$ cat config.mk
export PLATFORM = sky130hd
export DESIGN_NAME = mlv_queue
export DESIGN_NICKNAME = d
export VERILOG_FILES = /design/src/hdl/mlv_pkg.sv /design/src/hdl/mlv_queue.sv
export SDC_FILE = /design/constraint.sdc
export NUM_CORES = 1
export LEC_CHECK = 0
export ABC_AREA = 1
export ABC_CLOCK_PERIOD_IN_PS = 2940
export BUFFER_PORTS_ARGS = -buffer_cell sky130_fd_sc_hd__buf_2
export CORE_MARGIN = 5
export CORE_UTILIZATION = 35
export CTS_BUF_LIST = sky130_fd_sc_hd__clkbuf_8
export DETAILED_ROUTE_END_ITERATION = 10
export PLACE_DENSITY_LB_ADDON = 0.2
export SETUP_SLACK_MARGIN = 0.5
export SLEW_MARGIN = 10
export SYNTH_ARGS = -nofsm -noshare
export SYNTH_HDL_FRONTEND = slang
export SYNTH_SLANG_ARGS = --single-unit
$ cat constraint.sdc
create_clock -name clk_i -period 2.94 [get_ports clk_i]
set_input_delay 0.147 -clock clk_i [delete_from_list [all_inputs] [get_ports clk_i]]
set_output_delay 0.147 -clock clk_i [all_outputs]
set_load 0.01 [all_outputs]
$ cat src/hdl/mlv_pkg.sv
// Package for the mean-of-lowest-values block: widths, queue sizing, item type.
// Used by every module under hdl; depends on nothing else.
`default_nettype none

package mlv_pkg;

  localparam int unsigned HEIGHT_W   = 32;
  localparam int unsigned COUNT_W    = 7;
  // 32-bit heights summed over at most 127 entries
  localparam int unsigned SUM_W      = 39;
  localparam int unsigned QUEUE_DEPTH = 4;
  localparam int unsigned QPTR_W     = 2;
  localparam int unsigned QCNT_W     = 3;

  localparam logic [COUNT_W-1:0] LOWEST_COUNT_RESET = 7'd16;

  typedef enum logic [1:0] {
    OP_INSERT       = 2'd0,
    OP_CLOSE        = 2'd1,
    OP_INSERT_CLOSE = 2'd2
  } op_e;

  typedef struct packed {
    op_e                         op;
    logic signed [HEIGHT_W-1:0]  height;
  } item_t;

endpackage

`default_nettype wire

$ cat src/hdl/mlv_queue.sv
// Short FIFO of classified words between the front end and the back end.
// Depends on mlv_pkg.
`default_nettype none

module mlv_queue
  import mlv_pkg::*;
(
  input  wire logic  clk_i,
  input  wire logic  rst_ni,
  input  wire logic  push_i,
  input  wire item_t item_i,
  input  wire logic  pop_i,
  output logic       full_o,
  output logic       empty_o,
  output item_t      head_o
);

  item_t              mem_q [QUEUE_DEPTH];
  logic [QPTR_W-1:0]  wr_ptr_q, rd_ptr_q;
  logic [QCNT_W-1:0]  count_q;
  logic               do_push, do_pop;

  assign full_o  = (count_q == QCNT_W'(QUEUE_DEPTH));
  assign empty_o = (count_q == '0);
  assign head_o  = mem_q[rd_ptr_q];
  assign do_push = push_i && !full_o;
  assign do_pop  = pop_i && !empty_o;

  always_ff @(posedge clk_i) begin
    if (do_push) begin
      mem_q[wr_ptr_q] <= item_i;
    end
  end

  always_ff @(posedge clk_i or negedge rst_ni) begin
    if (!rst_ni) begin
      wr_ptr_q <= '0;
      rd_ptr_q <= '0;
      count_q  <= '0;
    end else begin
      if (do_push) begin
        wr_ptr_q <= wr_ptr_q + 1'b1;
      end
      if (do_pop) begin
        rd_ptr_q <= rd_ptr_q + 1'b1;
      end
      if (do_push && !do_pop) begin
        count_q <= count_q + 1'b1;
      end else if (do_pop && !do_push) begin
        count_q <= count_q - 1'b1;
      end
    end
  end

endmodule

`default_nettype wire

# Yosys cells after proc, flatten, opt, wreduce, memory -nomap -nowiden
# Memory sizes are Yosys's and may differ from the RTL's.
# Cells that the tools add are included.
# totals
register_bits	7
ramBits	136
output_inout_bits	36
wordCells	23
n_memories	1
# mem_list
name	depth	word_bits	read_ports	rd_clocked_by_memory_dff	write_ports	line	source
mem_q	4	34	1	0	1	mlv_queue.sv:18	item_t mem_q [QUEUE_DEPTH];
# op_classes
n_addsub	4
eq_ne	1
n_mux	4
n_reduce_logical	10
# op_table
cell	n
2-to-1 mux 3 bit	2
adder 2 x 1 -> 2 bit (second input constant)	2
logical AND 1 bit	4
logical NOT 1 bit	4
adder 3 x 1 -> 3 bit (second input constant)	1
== test 3 bit (second input constant)	1
logical NOT 3 bit	1
subtractor 3 x 1 -> 3 bit (second input constant)	1
2-to-1 mux 1 bit	2
nonzero test 2 bit	1

# Longest topological paths before layout
# Gate-level depths: netlist (run 1).
# logic_depth
depth_word	7
ltp_mapped	12
mapped_depth_nobuf	12

# Worst setup path before layout (run 1)
# OpenSTA, ideal clock, no wires.
# synth_timing
kind	reg-to-reg
startpoint	reg count_q[0]
endpoint	mem mem_q[0][0] (netlist bit), enable pin
arrival_ns	2.164
required_ns	2.515
setup_slack_ns	0.351
stages_incl_launch_ff	5
cell_sequence	dfrtp_1 inv_1 nand3_1 nand2_1 nor2_1
# synth_between
elab_chain_len	5
# synth_rtl
item	line	source
start, declared	mlv_queue.sv:20	logic [QCNT_W-1:0] count_q;
start signal, assigned	mlv_queue.sv:48	count_q <= count_q + 1'b1;
start signal, assigned	mlv_queue.sv:50	count_q <= count_q - 1'b1;
== test 3 bit	mlv_queue.sv:23	assign full_o = (count_q == QCNT_W'(QUEUE_DEPTH));
logical NOT 1 bit	mlv_queue.sv:26	assign do_push = push_i && !full_o;
logical AND 1 bit	mlv_queue.sv:26	
2-to-1 mux 1 bit	mlv_queue.sv:30	if (do_push) begin
2-to-1 mux 1 bit (implied by the code)	mlv_queue.sv:31	mem_q[wr_ptr_q] <= item_i;
end, declared	mlv_queue.sv:18	
# Every way passes these cells.

==> out/results.tsv, run 1 <==
metric	value	unit
Worst VDD drop	427.7	µV
layout cells sized above 1	19.90	%
multi-input logic area	0.001144	mm²
Avg WL per Cell	14.30	µm
Die ar.	0.01952	mm²
final setup margin	0.7540	ns
Seq. cell area	0.004260	mm²
number of CTS-inserted buffers	17	
Avg Synthesized Cell Area	12.86	µm²
ANT nets after route	0	
Gate power share	33.7	%
largest area contributor in the netlist	edfxtp_1	
antenna violations before repair	1	
cell-internal power	4564	µW
GRT overflow	0	
Total Routing Usage GR	12.35	%
count leader, synth	edfxtp_1	
DRC	0	
largest net degree at the start of global routing	71	
worst-path cell chain	inv_6 -> buf_4 -> nand2_1 -> o211ai_1 -> nand2_1 -> buf_2	
hold slack final	0.07932	ns
Worst path max stage delay	0.44	ns
chip width	139.7	µm
Tmin final	2.186	ns
FP Rows	47	
Distinct cells, synth	16	
Nets	619	
core footprint	0.01652	mm²
Yosys top cell area share	69.36	%
RD Place Congestion	0.8194	
largest cells by area after synthesis	edfxtp_1 69%, o211ai_1 8.7%, nand2_1 7.6%	
DIE HEIGHT	139.7	µm
Post-synth EDFFs	136	
Final Slew Violations	0	
final core utilization	44.11	%
Syn Inst Count	458	
Post-synth top cells	136 x edfxtp_1, 120 x nand2_1, 83 x inv_1	
first-pass GRT wire length	18.52	mm
actual slew at the worst max-slew pin	0.7333	ns
Ports	74	
Tcrit/Tclk final	74.35	%
Reg power frac	40.5	%
Layout area overhead	23.78	%
Synth Register Bits	143	
status	finished clean	
WS Path Type	reg2out	
vias	3595	
slowest cell on the critical path	dfrtp_1	
Sink Count	143	
clk_lat worst skew	0.43	ns
H-tree depth	4	
register area share after synthesis	72.33	%
most used cell, CP	nand2_1	
fmax	457.5	MHz
dpl ws	0.7293	ns
switching share of power	33.97	%
Fin Setup TNS	0	ns
sw power	2348	µW
synth warn	0	
Fill cells	1528	
crit path launch type	register	
Power per Cell Area	948.3	mW/mm²
asr flop ratio synth	4.895	%
Cell Area, Synth	0.005888	mm²
Clk pwr share	25.7	%
Detailed Place HPWL	7.308	mm
vias per cell	4.444	
CTS tree	built	
DRT Pass-1 Iters	5	
vias in the first global route	3548	
Top FF cell, synth	edfxtp_1	
CP required	2.79	ns
Layout Cells excl Fill	809	
starting density of the core	35.63	%
Max Clock Skew	0.005707	ns
Max Root-Sink Buffers	2	
Worst Hold Class	in2async	
Max-cap violations	0	
Hold Vio Cnt, Final	0	
Worst EP arrival	2.04	ns
worst-path fanout max	70	
root buf cell	clkbuf_8	
syn_nets	502	
IO buf count	73	
Iteration-0 DRC Markers	158	
P_leak	0.003006	µW
worst relative slew slack	51.04	%
total wire length	11.57	mm
Setup crit end kind	primary output	
RSZ-0062 raised after global routing	false	
Worst-path clk slew	0.07	ns
# placed instances	739	
Final setup viols	0	
logic make-up after synthesis:
family                     after synthesis  synth area share [%]
xor gates and xnor gates                 1                0.1488
and+or+nand+nor                        132                 8.606
AOI/OAI and AO/OA                       69                 8.755
buffers and inverters                  107                 8.755
DFF                                    143                 72.33
adders and majority gates                6                 1.402
layout make-up:
cell class | count | share of cell area (%)
clock buffers | 17 | 3.210
well taps | 220 | 3.777
inverters | 85 | 4.446
multi-input cells | 208 | 15.69
flip-flops and latches | 143 | 58.45
diodes | 1 | 0.03433
repair buffers | 120 | 11.30
clock inverters | 15 | 3.090
per-stage QoR:
stage               power (µW)  area, µm²
global placement          5173       6454
global route              7389       7288
detailed placement        5210       6454
finish                    6912       7288
floorplan                 4472       5888
CTS                       7034       7283
routing by layer:
metal	GRT usage, %	wire, µm
met3	4.151	504
met4	4.946	154
met1	15.72	5316
met2	19.47	5596
met5	0	0
critical path: cells and delay by family, from the launching register on:
family | cells | cell delay (ns)
DFF | 1 | 0.44
AOI/OAI and AO/OA | 1 | 0.10
buffers and inverters | 3 | 0.88
and+or+nand+nor | 2 | 0.16
worst paths after layout:
kind                                                end                    start  slack (ns)  depth (start not counted)
worst max-delay path                         head_o[33]  rd_ptr_q[0]$_DFFE_PN0P_        0.75                          6
worst min-delay path             count_q[1]$_DFFE_PN0P_                   rst_ni        0.08                          2
worst max register to register   mem_q[3][18]$_DFFE_PP_   count_q[0]$_DFFE_PN0P_        0.76                          5
worst min register to register   count_q[2]$_DFFE_PN0P_   count_q[2]$_DFFE_PN0P_        0.54                          2
max in group asynchronous       rd_ptr_q[1]$_DFFE_PN0P_                   rst_ni        2.68                          2
min in group clk_i               mem_q[2][32]$_DFFE_PP_               item_i[32]        0.46                          2
power by group through the flow:
stage | clock [µW] | combinational [µW] | sequential [µW]
2_1_floorplan | 0 | 1640 | 2830
3_3_place_gp | 0 | 2330 | 2840
3_5_place_dp | 0 | 2360 | 2850
4_1_cts | 1820 | 2410 | 2800
5_1_grt | 1920 | 2630 | 2840
6_report | 1780 | 2330 | 2800
flip-flops by register name, summed over array words and instances, names as in the netlist:
register and count:
rd_ptr_q 2, mem_q 136, count_q 3, wr_ptr_q 2
cells in the final DEF (no fill, tap or decap):
cell / n
buf_12: 1
buf_2: 73
buf_4: 9
bufinv_16: 6
clkbuf_8: 17
clkinv_1: 2
clkinv_2: 2
clkinvlp_4: 1
dfrtp_1: 6
dfrtp_2: 1
diode_2: 1
dlygate4sd3_1: 37
edfxtp_1: 136
fa_1: 1
ha_1: 5
inv_1: 86
inv_2: 1
inv_6: 2
nand2_1: 120
nand3_1: 7
nand4_1: 1
nor2_4: 4
o211ai_1: 68
o21ai_0: 1
xnor2_1: 1
timing repair:
item / 4_1_cts / 5_1_grt
resized for setup: 0 / 1
hold buffers: 37 / 0
endpoints found under the hold margin: 147 / 0
setup buffers: 0 / 0
setup endpoints to repair: 0 / 9
(Power assumes the default switching activity.)
==> inputs of run 2 (changes only) <==
Settings changed: ABC_CLOCK_PERIOD_IN_PS 2940 to 1900.
Clock period 2.94 ns to 1.9 ns, I/O delays scaled along.
==> run 2 against run 1 <==
  * First-iteration DRC count is 8.9% lower
  * Core utilization is 6.2 points higher
  * Total power is 81% higher
  * Flip-flop and latch count stayed put
  * Hold slack worse by 0.055 ns
  * Critical path type unchanged
==> out/results.tsv, run 2 (same netlist as run 1, synthesis figures left out) <==
metric	value	unit	change
largest net degree at the start of global routing	37		was 71
Largest regs	mem_q (136), count_q (3)		unchanged
worst-path fanout max	18		was 70
DRC	0		unchanged
root buf cell	clkbuf_8		unchanged
Power per Cell Area	1508	mW/mm²	was 948.3 mW/mm²
DIE HEIGHT	139.7	µm	unchanged
Total Routing Usage GR	14.26	%	was 12.35%
Avg WL per Cell	16.30	µm	was 14.30 µm
Iteration-0 DRC Markers	144		was 158
FP Rows	47		unchanged
hold slack final	0.02459	ns	was 0.07932 ns
DR top layer	met4		unchanged
most frequent cells in the layout	136 x edfxtp_1, 116 x nand2_1, 76 x inv_1		was 136 x edfxtp_1, 120 x nand2_1, 86 x inv_1
Worst EP arrival	1.69	ns	was 2.04 ns
vias in the first global route	3782		was 3548
Tmin final	1.783	ns	
Worst VDD drop	693.5	µV	was 427.7 µV
Worst path max stage delay	0.42	ns	was 0.44 ns
wl on met1	6.532	mm	was 5.316 mm
H-tree depth	4		unchanged
most common cell after layout, fill and taps aside	edfxtp_1		unchanged
IO buf count	73		unchanged
vias	3884		was 3595
ANT nets after route	0		unchanged
Max Root-Sink Buffers	2		unchanged
Critical Path Sink	head_o[33]		unchanged
Largest register FFs	136		unchanged
Detailed Place HPWL	7.546	mm	was 7.308 mm
Die ar.	0.01952	mm²	unchanged
core footprint	0.01652	mm²	unchanged
final setup margin	0.1166	ns	was 0.7540 ns
reg2reg start	count_q[1]$_DFFE_PN0P_		was count_q[0]$_DFFE_PN0P_
worst-path cell chain	inv_6 -> buf_12 -> buf_16 -> o211ai_1 -> nand2_1 -> buf_2		was inv_6 -> buf_4 -> nand2_1 -> o211ai_1 -> nand2_1 -> buf_2
RD Place Congestion	0.7365		was 0.8194
antenna violations before repair	0		was 1
fmax	560.7	MHz	
clk_lat worst skew	0.44	ns	was 0.43 ns
Worst Hold Class	in2async		unchanged
Max Clock Skew	0.01006	ns	was 0.005707 ns
P_leak	0.003415	µW	was 0.003006 µW
DR WL met3	546	µm	was 504 µm
RSZ-0062 raised after global routing	true		was false
FF-to-FF setup slack	0.23	ns	was 0.76 ns
actual slew at the worst max-slew pin	0.3720	ns	was 0.7333 ns
GRT overflow	0		unchanged
slowest cell on the critical path	dfrtp_1		unchanged
ant diodes	0		was 1
status	finished clean		unchanged
starting density of the core	35.63	%	unchanged
first-pass GRT wire length	21.42	mm	was 18.52 mm
Sink Count	143		unchanged
Final setup viols	0		unchanged
Max-cap violations	0		unchanged
Largest Register	mem_q		unchanged
total wire length	13.95	mm	was 11.57 mm
DRT Pass-1 Iters	4		was 5
Ports	74		unchanged
Fin Setup TNS	0	ns	unchanged
Nets	667		was 619
WS Path Type	reg2out		unchanged
Tcrit/Tclk final	93.86	%	
dpl ws	0.1440	ns	was 0.7293 ns
Setup crit end kind	primary output		unchanged
Final Slew Violations	0		unchanged
vias per cell	4.537		was 4.444
Hold Vio Cnt, Final	0		unchanged
Layout area overhead	41.16	%	was 23.78%
worst relative slew slack	75.20	%	was 51.04%
Worst setup startpoint	rd_ptr_q[0]$_DFFE_PN0P_		unchanged
CP required	1.80	ns	was 2.79 ns
Worst-path clk slew	0.08	ns	was 0.07 ns
layout cells sized above 1	29.40	%	was 19.90%
post-route total power	12530	µW	was 6912 µW
chip width	139.7	µm	unchanged
length of routed met2 wiring	6.729	mm	was 5.596 mm
cell count of the worst reg-to-reg path	9		was 5
Fill cells	1406		was 1528
final core utilization	50.30	%	was 44.11%
CTS tree	built		unchanged
reg2reg end	count_q[1]$_DFFE_PN0P_		was mem_q[3][18]$_DFFE_PP_
number of CTS-inserted buffers	17		unchanged
crit path launch type	register		unchanged
run 2: layout make-up:
cell class	count	area, µm²	share of cell area, %
clock buffer	17	234.0	2.815
clock inverter	15	220.2	2.649
inverter	85	336.6	4.049
multi-input combinational	208	1221	14.69
sequential	143	4260	51.26
tap	220	275.3	3.312
timing repair buffer	168	1764	21.23
run 2: metal layers:
metal  vias to the layer above  global-route usage, %
met4                         0                  3.825
met1                      1878                  19.53
met5                         -                      0
met2                        74                  22.36
li1                       1917                      -
met3                        15                  4.151
run 2: what timing repair did:
item	4_1_cts	5_1_grt
gates resized for setup	40	20
setup endpoints to repair	163	174
pin swaps	13	5
hold endpoints to repair	147	0
cloned	10	5
hold buffers	37	0
buffers inserted	26	3
run 2: per-stage QoR:
stage | area, µm² | std cells
finish | 8312 | 856
detailed placement | 6600 | 743
floorplan | 5972 | 458
global placement | 6600 | 743
global route | 8312 | 856
CTS | 8082 | 848
run 2: worst min-delay path by stage:
| stage | start | to | slack, ns | cells past startpoint |
|---|---|---|---|---|
| 2_1_floorplan | rst_ni | count_q[0]$_DFFE_PN0P_ | -0.20 | 0 |
| 4_1_cts | rst_ni | rd_ptr_q[0]$_DFFE_PN0P_ | 0.01 | 2 |
| 3_3_place_gp | rst_ni | wr_ptr_q[0]$_DFFE_PN0P_ | -0.06 | 1 |
| 5_1_grt | rst_ni | count_q[1]$_DFFE_PN0P_ | 0.01 | 2 |
| 3_5_place_dp | rst_ni | count_q[2]$_DFFE_PN0P_ | -0.05 | 1 |
| 6_report | rst_ni | count_q[2]$_DFFE_PN0P_ | 0.02 | 2 |
run 2: power breakdown:
group	switching, µW	total, µW	leakage (µW)	internal (µW)
combinational	2960	5470	0.00186	2510
sequential	182	4330	0.00133	4150
clock	1180	2730	0.000225	1560
run 2: critical path: cells and delay by family, from the launching register on:
family	cells	cell delay [ns]
AND/OR/NAND/NOR	1	0.11
AO/OA/AOI/OAI	1	0.17
flip-flops	1	0.42
buffers and inverters	4	0.54
